<file path="src/rtl/ipv4_receive_header_check_unit_defines.svh">
// ============================================================================
// ipv4 receive header check assertion macros
// shared concurrent assertion forms, clocked on clk and disabled in reset
// ============================================================================
`ifndef IPV4_RECEIVE_HEADER_CHECK_UNIT_DEFINES_SVH
`define IPV4_RECEIVE_HEADER_CHECK_UNIT_DEFINES_SVH

// same-cycle implication
`define IPV4RHC_ASSERT_NOW(label, ante, cons, msg) \
    label: assert property (@(posedge clk) disable iff (!rst_n) (ante) |-> (cons)) \
        else $error(msg);

// next-cycle implication
`define IPV4RHC_ASSERT_NEXT(label, ante, cons, msg) \
    label: assert property (@(posedge clk) disable iff (!rst_n) (ante) |=> (cons)) \
        else $error(msg);

`endif

</file>
<file path="src/rtl/ipv4rhc_pkg.sv">
// ============================================================================
// ipv4rhc_pkg
// shared types and codes of the ipv4 receive header check unit
// ============================================================================
`timescale 1ns / 1ps

package ipv4rhc_pkg;

    localparam int WORD_W       = 16;
    localparam int ADDR_W       = 32;
    localparam int PROTO_W      = 8;
    localparam int VERDICT_W    = 3;
    localparam int COUNT_W      = 4;

    // word positions inside a 20-byte header
    localparam logic [COUNT_W-1:0] WORD_FIRST   = 4'd0;
    localparam logic [COUNT_W-1:0] WORD_FRAG    = 4'd3;
    localparam logic [COUNT_W-1:0] WORD_PROTO   = 4'd4;
    localparam logic [COUNT_W-1:0] WORD_CSUM    = 4'd5;
    localparam logic [COUNT_W-1:0] WORD_ADDR_HI = 4'd8;
    localparam logic [COUNT_W-1:0] WORD_LAST    = 4'd9;

    localparam logic [PROTO_W-1:0] PROTO_ICMP = 8'd1;
    localparam logic [PROTO_W-1:0] PROTO_TCP  = 8'd6;
    localparam logic [PROTO_W-1:0] PROTO_UDP  = 8'd17;

    localparam logic [VERDICT_W-1:0] VERDICT_ICMP     = 3'd0;
    localparam logic [VERDICT_W-1:0] VERDICT_UDP      = 3'd1;
    localparam logic [VERDICT_W-1:0] VERDICT_TCP      = 3'd2;
    localparam logic [VERDICT_W-1:0] VERDICT_UNKNOWN  = 3'd3;
    localparam logic [VERDICT_W-1:0] VERDICT_FRAG     = 3'd4;
    localparam logic [VERDICT_W-1:0] VERDICT_NOT_OURS = 3'd5;
    localparam logic [VERDICT_W-1:0] VERDICT_BAD_SUM  = 3'd6;

    localparam int QUEUE_DEPTH = 2;
    localparam int QPTR_W      = (QUEUE_DEPTH > 1) ? $clog2(QUEUE_DEPTH) : 1;
    localparam int QCNT_W      = $clog2(QUEUE_DEPTH + 1);

    // classified header, passed from front to back
    typedef struct packed {
        logic               fragmented;
        logic               not_ours;
        logic               bad_sum;
        logic [PROTO_W-1:0] protocol;
    } hdr_class_t;

endpackage

</file>
<file path="src/rtl/ipv4rhc_front.sv">
// ============================================================================
// ipv4rhc_front
// takes header words, keeps the running sum and header fields, classifies
// ============================================================================
`timescale 1ns / 1ps
`include "ipv4_receive_header_check_unit_defines.svh"

module ipv4rhc_front (
    input  logic                                clk,
    input  logic                                rst_n,
    input  logic                                word_valid,
    input  logic [ipv4rhc_pkg::WORD_W-1:0]      header_word,
    input  logic                                first_word,
    input  logic [ipv4rhc_pkg::ADDR_W-1:0]      local_address,
    output logic                                class_valid,
    output ipv4rhc_pkg::hdr_class_t             class_data
);

    logic [ipv4rhc_pkg::COUNT_W-1:0]  count_reg, count_next;
    logic [ipv4rhc_pkg::WORD_W-1:0]   sum_reg, sum_next;
    logic [ipv4rhc_pkg::WORD_W-1:0]   csum_reg;
    logic                             frag_reg;
    logic [ipv4rhc_pkg::PROTO_W-1:0]  proto_reg;
    logic [ipv4rhc_pkg::WORD_W-1:0]   addr_hi_reg;

    logic [ipv4rhc_pkg::COUNT_W-1:0]  pos;
    logic [ipv4rhc_pkg::WORD_W-1:0]   sum_base;
    logic [ipv4rhc_pkg::WORD_W-1:0]   sum_added;

    // end-around carry add; the result never exceeds 16 bits
    function automatic logic [15:0] fold_add(input logic [15:0] a, input logic [15:0] b);
        logic [16:0] s;
        logic [16:0] f;
        s = {1'b0, a} + {1'b0, b};
        f = {1'b0, s[15:0]} + {16'd0, s[16]};
        return f[15:0];
    endfunction

    always_comb
    begin
        pos        = first_word ? ipv4rhc_pkg::WORD_FIRST : count_reg;
        sum_base   = (pos == ipv4rhc_pkg::WORD_FIRST) ? '0 : sum_reg;
        sum_added  = fold_add(sum_base, header_word);
        sum_next   = (pos == ipv4rhc_pkg::WORD_CSUM) ? sum_base : sum_added;
        count_next = (pos == ipv4rhc_pkg::WORD_LAST) ? ipv4rhc_pkg::WORD_FIRST
                                                     : pos + 4'd1;
    end

    always_ff @(posedge clk or negedge rst_n)
    begin
        if (!rst_n)
        begin
            count_reg <= ipv4rhc_pkg::WORD_FIRST;
        end
        else if (word_valid)
        begin
            count_reg <= count_next;
        end
    end

    // header fields and running sum; each is written before the last word reads it
    always_ff @(posedge clk)
    begin
        if (word_valid)
        begin
            sum_reg <= sum_next;
            if (pos == ipv4rhc_pkg::WORD_CSUM)
            begin
                csum_reg <= header_word;
            end
            if (pos == ipv4rhc_pkg::WORD_FRAG)
            begin
                frag_reg <= header_word[13] || (header_word[12:0] != 13'd0);
            end
            if (pos == ipv4rhc_pkg::WORD_PROTO)
            begin
                proto_reg <= header_word[7:0];
            end
            if (pos == ipv4rhc_pkg::WORD_ADDR_HI)
            begin
                addr_hi_reg <= header_word;
            end
        end
    end

    always_comb
    begin
        class_valid           = word_valid && (pos == ipv4rhc_pkg::WORD_LAST);
        class_data.fragmented = frag_reg;
        class_data.not_ours   = {addr_hi_reg, header_word} != local_address;
        class_data.bad_sum    = (~sum_added) != csum_reg;
        class_data.protocol   = proto_reg;
    end

    `IPV4RHC_ASSERT_NOW(a_count_range, 1'b1, count_reg <= ipv4rhc_pkg::WORD_LAST, "word count out of range")
    `IPV4RHC_ASSERT_NEXT(a_count_wrap, class_valid, count_reg == ipv4rhc_pkg::WORD_FIRST, "count did not wrap after last word")

endmodule

</file>
<file path="src/rtl/ipv4rhc_queue.sv">
// ============================================================================
// ipv4rhc_queue
// short register queue of classified headers between front and back
// ============================================================================
`timescale 1ns / 1ps
`include "ipv4_receive_header_check_unit_defines.svh"

module ipv4rhc_queue (
    input  logic                     clk,
    input  logic                     rst_n,
    input  logic                     wr_valid,
    input  ipv4rhc_pkg::hdr_class_t  wr_data,
    output logic                     full,
    output logic                     rd_valid,
    output ipv4rhc_pkg::hdr_class_t  rd_data,
    input  logic                     rd_take
);

    ipv4rhc_pkg::hdr_class_t           slot_reg [ipv4rhc_pkg::QUEUE_DEPTH];
    logic [ipv4rhc_pkg::QPTR_W-1:0]    wr_ptr_reg, wr_ptr_next;
    logic [ipv4rhc_pkg::QPTR_W-1:0]    rd_ptr_reg, rd_ptr_next;
    logic [ipv4rhc_pkg::QCNT_W-1:0]    cnt_reg, cnt_next;
    logic                              do_wr, do_rd;

    localparam logic [ipv4rhc_pkg::QPTR_W-1:0] PTR_LAST =
        ipv4rhc_pkg::QPTR_W'(ipv4rhc_pkg::QUEUE_DEPTH - 1);
    localparam logic [ipv4rhc_pkg::QCNT_W-1:0] CNT_FULL =
        ipv4rhc_pkg::QCNT_W'(ipv4rhc_pkg::QUEUE_DEPTH);

    always_comb
    begin
        full     = cnt_reg == CNT_FULL;
        rd_valid = cnt_reg != '0;
        rd_data  = slot_reg[rd_ptr_reg];
        do_wr    = wr_valid && !full;
        do_rd    = rd_take && rd_valid;
        wr_ptr_next = (wr_ptr_reg == PTR_LAST) ? '0
                                               : wr_ptr_reg + ipv4rhc_pkg::QPTR_W'(1);
        rd_ptr_next = (rd_ptr_reg == PTR_LAST) ? '0
                                               : rd_ptr_reg + ipv4rhc_pkg::QPTR_W'(1);
        cnt_next = cnt_reg;
        if (do_wr && !do_rd)
        begin
            cnt_next = cnt_reg + ipv4rhc_pkg::QCNT_W'(1);
        end
        else if (do_rd && !do_wr)
        begin
            cnt_next = cnt_reg - ipv4rhc_pkg::QCNT_W'(1);
        end
    end

    always_ff @(posedge clk or negedge rst_n)
    begin
        if (!rst_n)
        begin
            wr_ptr_reg <= '0;
            rd_ptr_reg <= '0;
            cnt_reg    <= '0;
        end
        else
        begin
            if (do_wr)
            begin
                wr_ptr_reg <= wr_ptr_next;
            end
            if (do_rd)
            begin
                rd_ptr_reg <= rd_ptr_next;
            end
            cnt_reg <= cnt_next;
        end
    end

    always_ff @(posedge clk)
    begin
        if (do_wr)
        begin
            slot_reg[wr_ptr_reg] <= wr_data;
        end
    end

    `IPV4RHC_ASSERT_NOW(a_cnt_bound, 1'b1, cnt_reg <= CNT_FULL, "queue count above depth")
    `IPV4RHC_ASSERT_NOW(a_no_overflow, wr_valid, !full, "classified header dropped on full queue")

endmodule

</file>
<file path="src/rtl/ipv4rhc_back.sv">
// ============================================================================
// ipv4rhc_back
// turns a classified header into a verdict and holds it until popped
// ============================================================================
`timescale 1ns / 1ps
`include "ipv4_receive_header_check_unit_defines.svh"

module ipv4rhc_back (
    input  logic                                 clk,
    input  logic                                 rst_n,
    input  logic                                 class_valid,
    input  ipv4rhc_pkg::hdr_class_t              class_data,
    output logic                                 class_take,
    output logic                                 empty,
    input  logic                                 pop,
    output logic [ipv4rhc_pkg::VERDICT_W-1:0]    verdict,
    output logic [ipv4rhc_pkg::PROTO_W-1:0]      protocol_number
);

    logic                                 out_valid_reg;
    logic [ipv4rhc_pkg::VERDICT_W-1:0]    verdict_reg, verdict_next;
    logic [ipv4rhc_pkg::PROTO_W-1:0]      proto_reg;

    always_comb
    begin
        priority if (class_data.fragmented)
            verdict_next = ipv4rhc_pkg::VERDICT_FRAG;
        else if (class_data.not_ours)
            verdict_next = ipv4rhc_pkg::VERDICT_NOT_OURS;
        else if (class_data.bad_sum)
            verdict_next = ipv4rhc_pkg::VERDICT_BAD_SUM;
        else if (class_data.protocol == ipv4rhc_pkg::PROTO_ICMP)
            verdict_next = ipv4rhc_pkg::VERDICT_ICMP;
        else if (class_data.protocol == ipv4rhc_pkg::PROTO_UDP)
            verdict_next = ipv4rhc_pkg::VERDICT_UDP;
        else if (class_data.protocol == ipv4rhc_pkg::PROTO_TCP)
            verdict_next = ipv4rhc_pkg::VERDICT_TCP;
        else
            verdict_next = ipv4rhc_pkg::VERDICT_UNKNOWN;
    end

    // refill the output register when it is free or being popped
    assign class_take = class_valid && (!out_valid_reg || pop);

    always_ff @(posedge clk or negedge rst_n)
    begin
        if (!rst_n)
        begin
            out_valid_reg <= 1'b0;
        end
        else if (class_take)
        begin
            out_valid_reg <= 1'b1;
        end
        else if (pop)
        begin
            out_valid_reg <= 1'b0;
        end
    end

    always_ff @(posedge clk)
    begin
        if (class_take)
        begin
            verdict_reg <= verdict_next;
            proto_reg   <= class_data.protocol;
        end
    end

    assign empty           = !out_valid_reg;
    assign verdict         = verdict_reg;
    assign protocol_number = proto_reg;

    `IPV4RHC_ASSERT_NEXT(a_hold_unpopped, out_valid_reg && !pop, out_valid_reg && $stable(verdict_reg), "waiting verdict lost")
    `IPV4RHC_ASSERT_NEXT(a_frag_first, class_take && class_data.fragmented, verdict_reg == ipv4rhc_pkg::VERDICT_FRAG, "fragment check lost priority")

endmodule

</file>
<file path="src/rtl/ipv4_receive_header_check_unit.sv">
// ============================================================================
// ipv4_receive_header_check_unit
// ipv4 header checksum and destination check with protocol verdict
// ============================================================================
// Header words enter one per cycle on push/full, ten per 20-byte header, with
// first_word restarting a header at any time. The front keeps the end-around
// carry sum and header fields and classifies the header on its tenth word;
// the classified header is registered in a two-entry queue between the
// classifier and the output register, and its verdict in that register.
// So full rises only when three verdicts wait unpopped, two in the queue
// and one in the output register; otherwise one word is taken every cycle.
// The local address is written through cfg_valid/cfg_data, which is always
// ready; it is compared on the tenth word of each header.
`timescale 1ns / 1ps

module ipv4_receive_header_check_unit (
    input  logic                                 clk,
    input  logic                                 rst_n,
    input  logic                                 push,
    output logic                                 full,
    input  logic [ipv4rhc_pkg::WORD_W-1:0]       header_word,
    input  logic                                 first_word,
    output logic                                 empty,
    input  logic                                 pop,
    output logic [ipv4rhc_pkg::VERDICT_W-1:0]    verdict,
    output logic [ipv4rhc_pkg::PROTO_W-1:0]      protocol_number,
    input  logic                                 cfg_valid,
    output logic                                 cfg_ready,
    input  logic [ipv4rhc_pkg::ADDR_W-1:0]       cfg_data
);

    logic [ipv4rhc_pkg::ADDR_W-1:0]  local_address_reg;
    logic                            word_valid;
    logic                            class_valid;
    ipv4rhc_pkg::hdr_class_t         class_data;
    logic                            q_valid;
    ipv4rhc_pkg::hdr_class_t         q_data;
    logic                            q_take;

    assign cfg_ready  = 1'b1;
    assign word_valid = push && !full;

    always_ff @(posedge clk or negedge rst_n)
    begin
        if (!rst_n)
        begin
            local_address_reg <= '0;
        end
        else if (cfg_valid && cfg_ready)
        begin
            local_address_reg <= cfg_data;
        end
    end

    ipv4rhc_front u_front (
        .clk           (clk),
        .rst_n         (rst_n),
        .word_valid    (word_valid),
        .header_word   (header_word),
        .first_word    (first_word),
        .local_address (local_address_reg),
        .class_valid   (class_valid),
        .class_data    (class_data)
    );

    ipv4rhc_queue u_queue (
        .clk      (clk),
        .rst_n    (rst_n),
        .wr_valid (class_valid),
        .wr_data  (class_data),
        .full     (full),
        .rd_valid (q_valid),
        .rd_data  (q_data),
        .rd_take  (q_take)
    );

    ipv4rhc_back u_back (
        .clk             (clk),
        .rst_n           (rst_n),
        .class_valid     (q_valid),
        .class_data      (q_data),
        .class_take      (q_take),
        .empty           (empty),
        .pop             (pop),
        .verdict         (verdict),
        .protocol_number (protocol_number)
    );

endmodule

</file>
<file path="config.mk">
export PLATFORM = sky130hd
export DESIGN_NAME = ipv4_receive_header_check_unit
export DESIGN_NICKNAME = d
export VERILOG_FILES = /design/src/rtl/ipv4rhc_pkg.sv /design/src/rtl/ipv4rhc_front.sv /design/src/rtl/ipv4rhc_queue.sv /design/src/rtl/ipv4rhc_back.sv /design/src/rtl/ipv4_receive_header_check_unit.sv
export VERILOG_INCLUDE_DIRS = /design/src /design/src/rtl
export SDC_FILE = /design/constraint.sdc
export NUM_CORES = 1
export LEC_CHECK = 0
export BUFFER_PORTS_ARGS = -buffer_cell sky130_fd_sc_hd__buf_4
export CORE_MARGIN = 2
export CORE_UTILIZATION = 50
export CTS_CLUSTER_DIAMETER = 50
export DETAILED_ROUTE_END_ITERATION = 12
export GPL_TIMING_DRIVEN = 0
export HOLD_SLACK_MARGIN = 0.15
export PLACE_DENSITY = 0.81
export SYNTH_ARGS = -nofsm -noshare
export SYNTH_HDL_FRONTEND = slang
export SYNTH_SLANG_ARGS = --single-unit
</file>
<file path="constraint.sdc">
create_clock -name clk -period 11.7 [get_ports clk]
set_input_delay 0.585 -clock clk [delete_from_list [all_inputs] [get_ports clk]]
set_output_delay 0.585 -clock clk [all_outputs]
set_load 0.01 [all_outputs]
</file>
==> results_dict.tcl <==
set metrics [dict create \
    dpl.hpwl_mm 10.21 \
    layout_commonest_cell "edfxtp_1" \
    num_antenna_cells 0 \
    p_per_area_nw_per_um2 229.2 \
    leakage_nw 3.145 \
    crit_type "reg2reg" \
    yosysWarnings 0 \
    crit_fanout 10 \
    cts_resized 0 \
    largest_reg_flops 32 \
    cp-end-kind "flip-flop" \
    synth_seq_cells 131 \
    fin_worst_skew_ns 0.008542 \
    async_reset_ff_frac 0.3130 \
    endpoint "u_queue.slot_reg[1][8]" \
    first_pass_iters 5 \
    io_buffers 65 \
    ant_nets 0 \
    dpl-instance-area_sq_um 7455 \
    min_period_over_period 0.5186 \
    synth_edf_count 90 \
    setup_violations 0 \
    h-tree-depth 4 \
    cts-buffers-inserted 17 \
    min_period_ns 6.068 \
    peakVddDrop_v 0.0001593 \
    hold_violations 0 \
    tns_ns 0 \
    comb_power_share 0.363 \
    p_seq_frac 0.347 \
    synth_area_sq_um 6730 \
    vias_per_cell 5.619 \
    critPathArrivalTime_ns 6.16 \
    grt_max_degree 42 \
    reg2reg_from "u_front.count_reg[3]" \
    die-area_sq_um 14400 \
    p_sw_frac 0.3287 \
    required_ns 11.79 \
    status "completed" \
    die_w_um 120.0 \
    drive_gt1_frac 0.2669 \
    postLayoutCoreUtil 0.6109 \
    cts_max_path_buffers 2 \
    yosysSeqAreaShare 0.5540 \
    io-pin-count 68 \
    synth_flop_cell "edfxtp_1" \
    grt_pass1_wl_mm 23.23 \
    netSwitchingPower_w 0.0006071 \
    core_sq_um 13190 \
    postCtsSetupBuffers 0 \
    slew_viol_final 0 \
    syn_nets 598 \
    clkPwrFrac 0.290 \
    clockRootBuffer "clkbuf_16" \
    cap_viol_max_count 0 \
    place.gp.congestion 0.8780 \
    start_util 0.5102 \
    hp-class "in2async" \
    worst_slew_pin_slew_ns 0.8965 \
    r2r_slack_ns 5.63 \
    first_global_vias 4738 \
    grt.overflow.total 0 \
    cts_num_sinks 131 \
    finalNetCount 683 \
    startpoint "u_front.count_reg[3]" \
    wl_mm 14.49 \
    synthDistinctLibCells 69 \
    remaining_drc_errors 0 \
    final_cell_mix "edfxtp_1, buf_4, xnor2_1" \
    p_int_w 0.001240 \
    postLayoutCellArea_sq_um 8058 \
    r2r-end "u_queue.slot_reg[1][8]" \
    reg2regPathDepth 23 \
    syn_to_final_growth_pct 19.72 \
    max_freq_ghz 0.1648 \
    synth.avg_cell_area_sq_um 12.84 \
    row_count 42 \
    rsz0062_at_grt "false" \
    die_h_um 120.0 \
    antenna_found_initial 0 \
    critPathLaunchType "flip-flop" \
    syn-instance-count 524 \
    cts_hold_buf 0 \
    drtIter0Drc 292 \
    clk_pin_slew_ns 0.06 \
    via_count 4484 \
    grtUsageTotal 0.2124 \
    cts_tree "built" \
    wire_per_inst_um 18.15 \
    slew-limit-headroom 0.4017 \
    clock_latency_ns 0.41 \
]
## worst min path at each step
stage / from / to / slack, ns / depth (start not counted)
finish: rst_n / local_address_reg[10] / 0.16 / 1
global route: rst_n / local_address_reg[12] / 0.19 / 1
CTS: rst_n / local_address_reg[10] / 0.17 / 1
detailed placement: u_front.proto_reg[6] / u_queue.slot_reg[0][6] / 0.43 / 0
global placement: u_front.frag_reg / u_queue.slot_reg[1][10] / 0.42 / 0
floorplan: rst_n / local_address_reg[0] / 0.29 / 0
## metrics by stage
stage / hold WS [ns] / std cells / power (W) / setup slack, ns
after floorplan: 0.2894 / 524 / 0.001137 / 6.805
after global placement: 0.4246 / 765 / 0.001269 / 5.600
after detailed placement: 0.4290 / 766 / 0.001301 / 5.454
after CTS: 0.1668 / 798 / 0.001842 / 5.583
after global routing: 0.1916 / 798 / 0.001937 / 5.218
final: 0.1556 / 798 / 0.001847 / 5.632
## Yosys cell counts, types with 2 or more instances
master,count,area share
o21a_1,4,0.0045
nor2b_1,6,0.0056
o211ai_2,2,0.0037
o21ai_0,9,0.0067
xor2_1,18,0.023
o21ba_2,2,0.0030
nand2_1,20,0.011
nor3_2,3,0.0045
o22ai_1,2,0.0019
dfrtp_1,41,0.15
nor2_1,33,0.018
nor3_1,6,0.0045
clkbuf_1,6,0.0033
edfxtp_1,90,0.40
mux2_2,42,0.070
or3_1,4,0.0037
o2111a_1,2,0.0033
or4_1,2,0.0022
nand4_1,11,0.010
nor4_1,9,0.0084
ha_1,19,0.035
xnor2_1,57,0.074
a21oi_1,27,0.020
o21bai_1,4,0.0045
and3_1,6,0.0056
a21o_1,5,0.0056
mux2i_1,2,0.0030
a211oi_1,3,0.0033
inv_1,14,0.0078
nand2b_1,7,0.0065
a221oi_1,2,0.0026
buf_4,2,0.0022
a21oi_2,2,0.0026
nand3_1,5,0.0037
buf_1,3,0.0017
and2_1,17,0.016
o31ai_1,5,0.0056
## kinds of logic after synthesis
kind of cell	after synthesis	synth area share
and+or+nand+nor	142	0.1210
DFF	131	0.5540
AOI/OAI and AO/OA	80	0.08310
xor gates and xnor gates	79	0.1123
muxes	44	0.07325
buffers and inverters	27	0.01747
adders and majority gates	20	0.03830
other	1	0.0005572
## power by group through the flow
stage,Sequential [W],Combinational [W],Clock (W)
floorplan,0.000644,0.000493,0
global placement,0.000643,0.000626,0
detailed placement,0.000649,0.000652,0
CTS,0.000641,0.000663,0.000538
global route,0.000649,0.000727,0.000561
finish,0.000641,0.000670,0.000537
## area by class of cell
type	count	area, sq um
fillers	991	5132
inverters	14	52.55
repair buffers	66	499.2
plain buffers	13	65.06
clock buffers	21	460.4
well taps	176	220.2
multi-input cells	366	2897
flip-flops and latches	131	3729
clock inverters	11	135.1
## critical path: stages, from the launching register on
cell and delay (ns):
dfrtp_1 0.46, nor4_1 0.09, nor2_1 0.37, clkbuf_1 0.41, and2_1 0.24, ha_1 0.23
buf_4 0.16, a21o_1 0.21, a221oi_1 0.48, a21oi_1 0.13, nor2_1 0.21, nor2b_1 0.07
o21ai_0 0.16, nand2b_1 0.09, ha_1 0.22, ha_1 0.21, and4b_1 0.23, and3_1 0.19
buf_2 0.17, and2_1 0.18, xnor2_1 0.14, or4b_1 0.44, nor4_1 0.36, o2111ai_1 0.28
## layer usage
metal / track usage / share of wire / routed length, um / vias up
met4: 0.08309 / 0.023 / 336 / 0
met3: 0.04515 / 0.059 / 859 / 27
met1: 0.2602 / 0.41 / 5904 / 2200
met5: 0 / 0 / 0 / -
met2: 0.3668 / 0.51 / 7384 / 160
li1: - / - / - / 2097
Power figures use the tool's default switching activity.
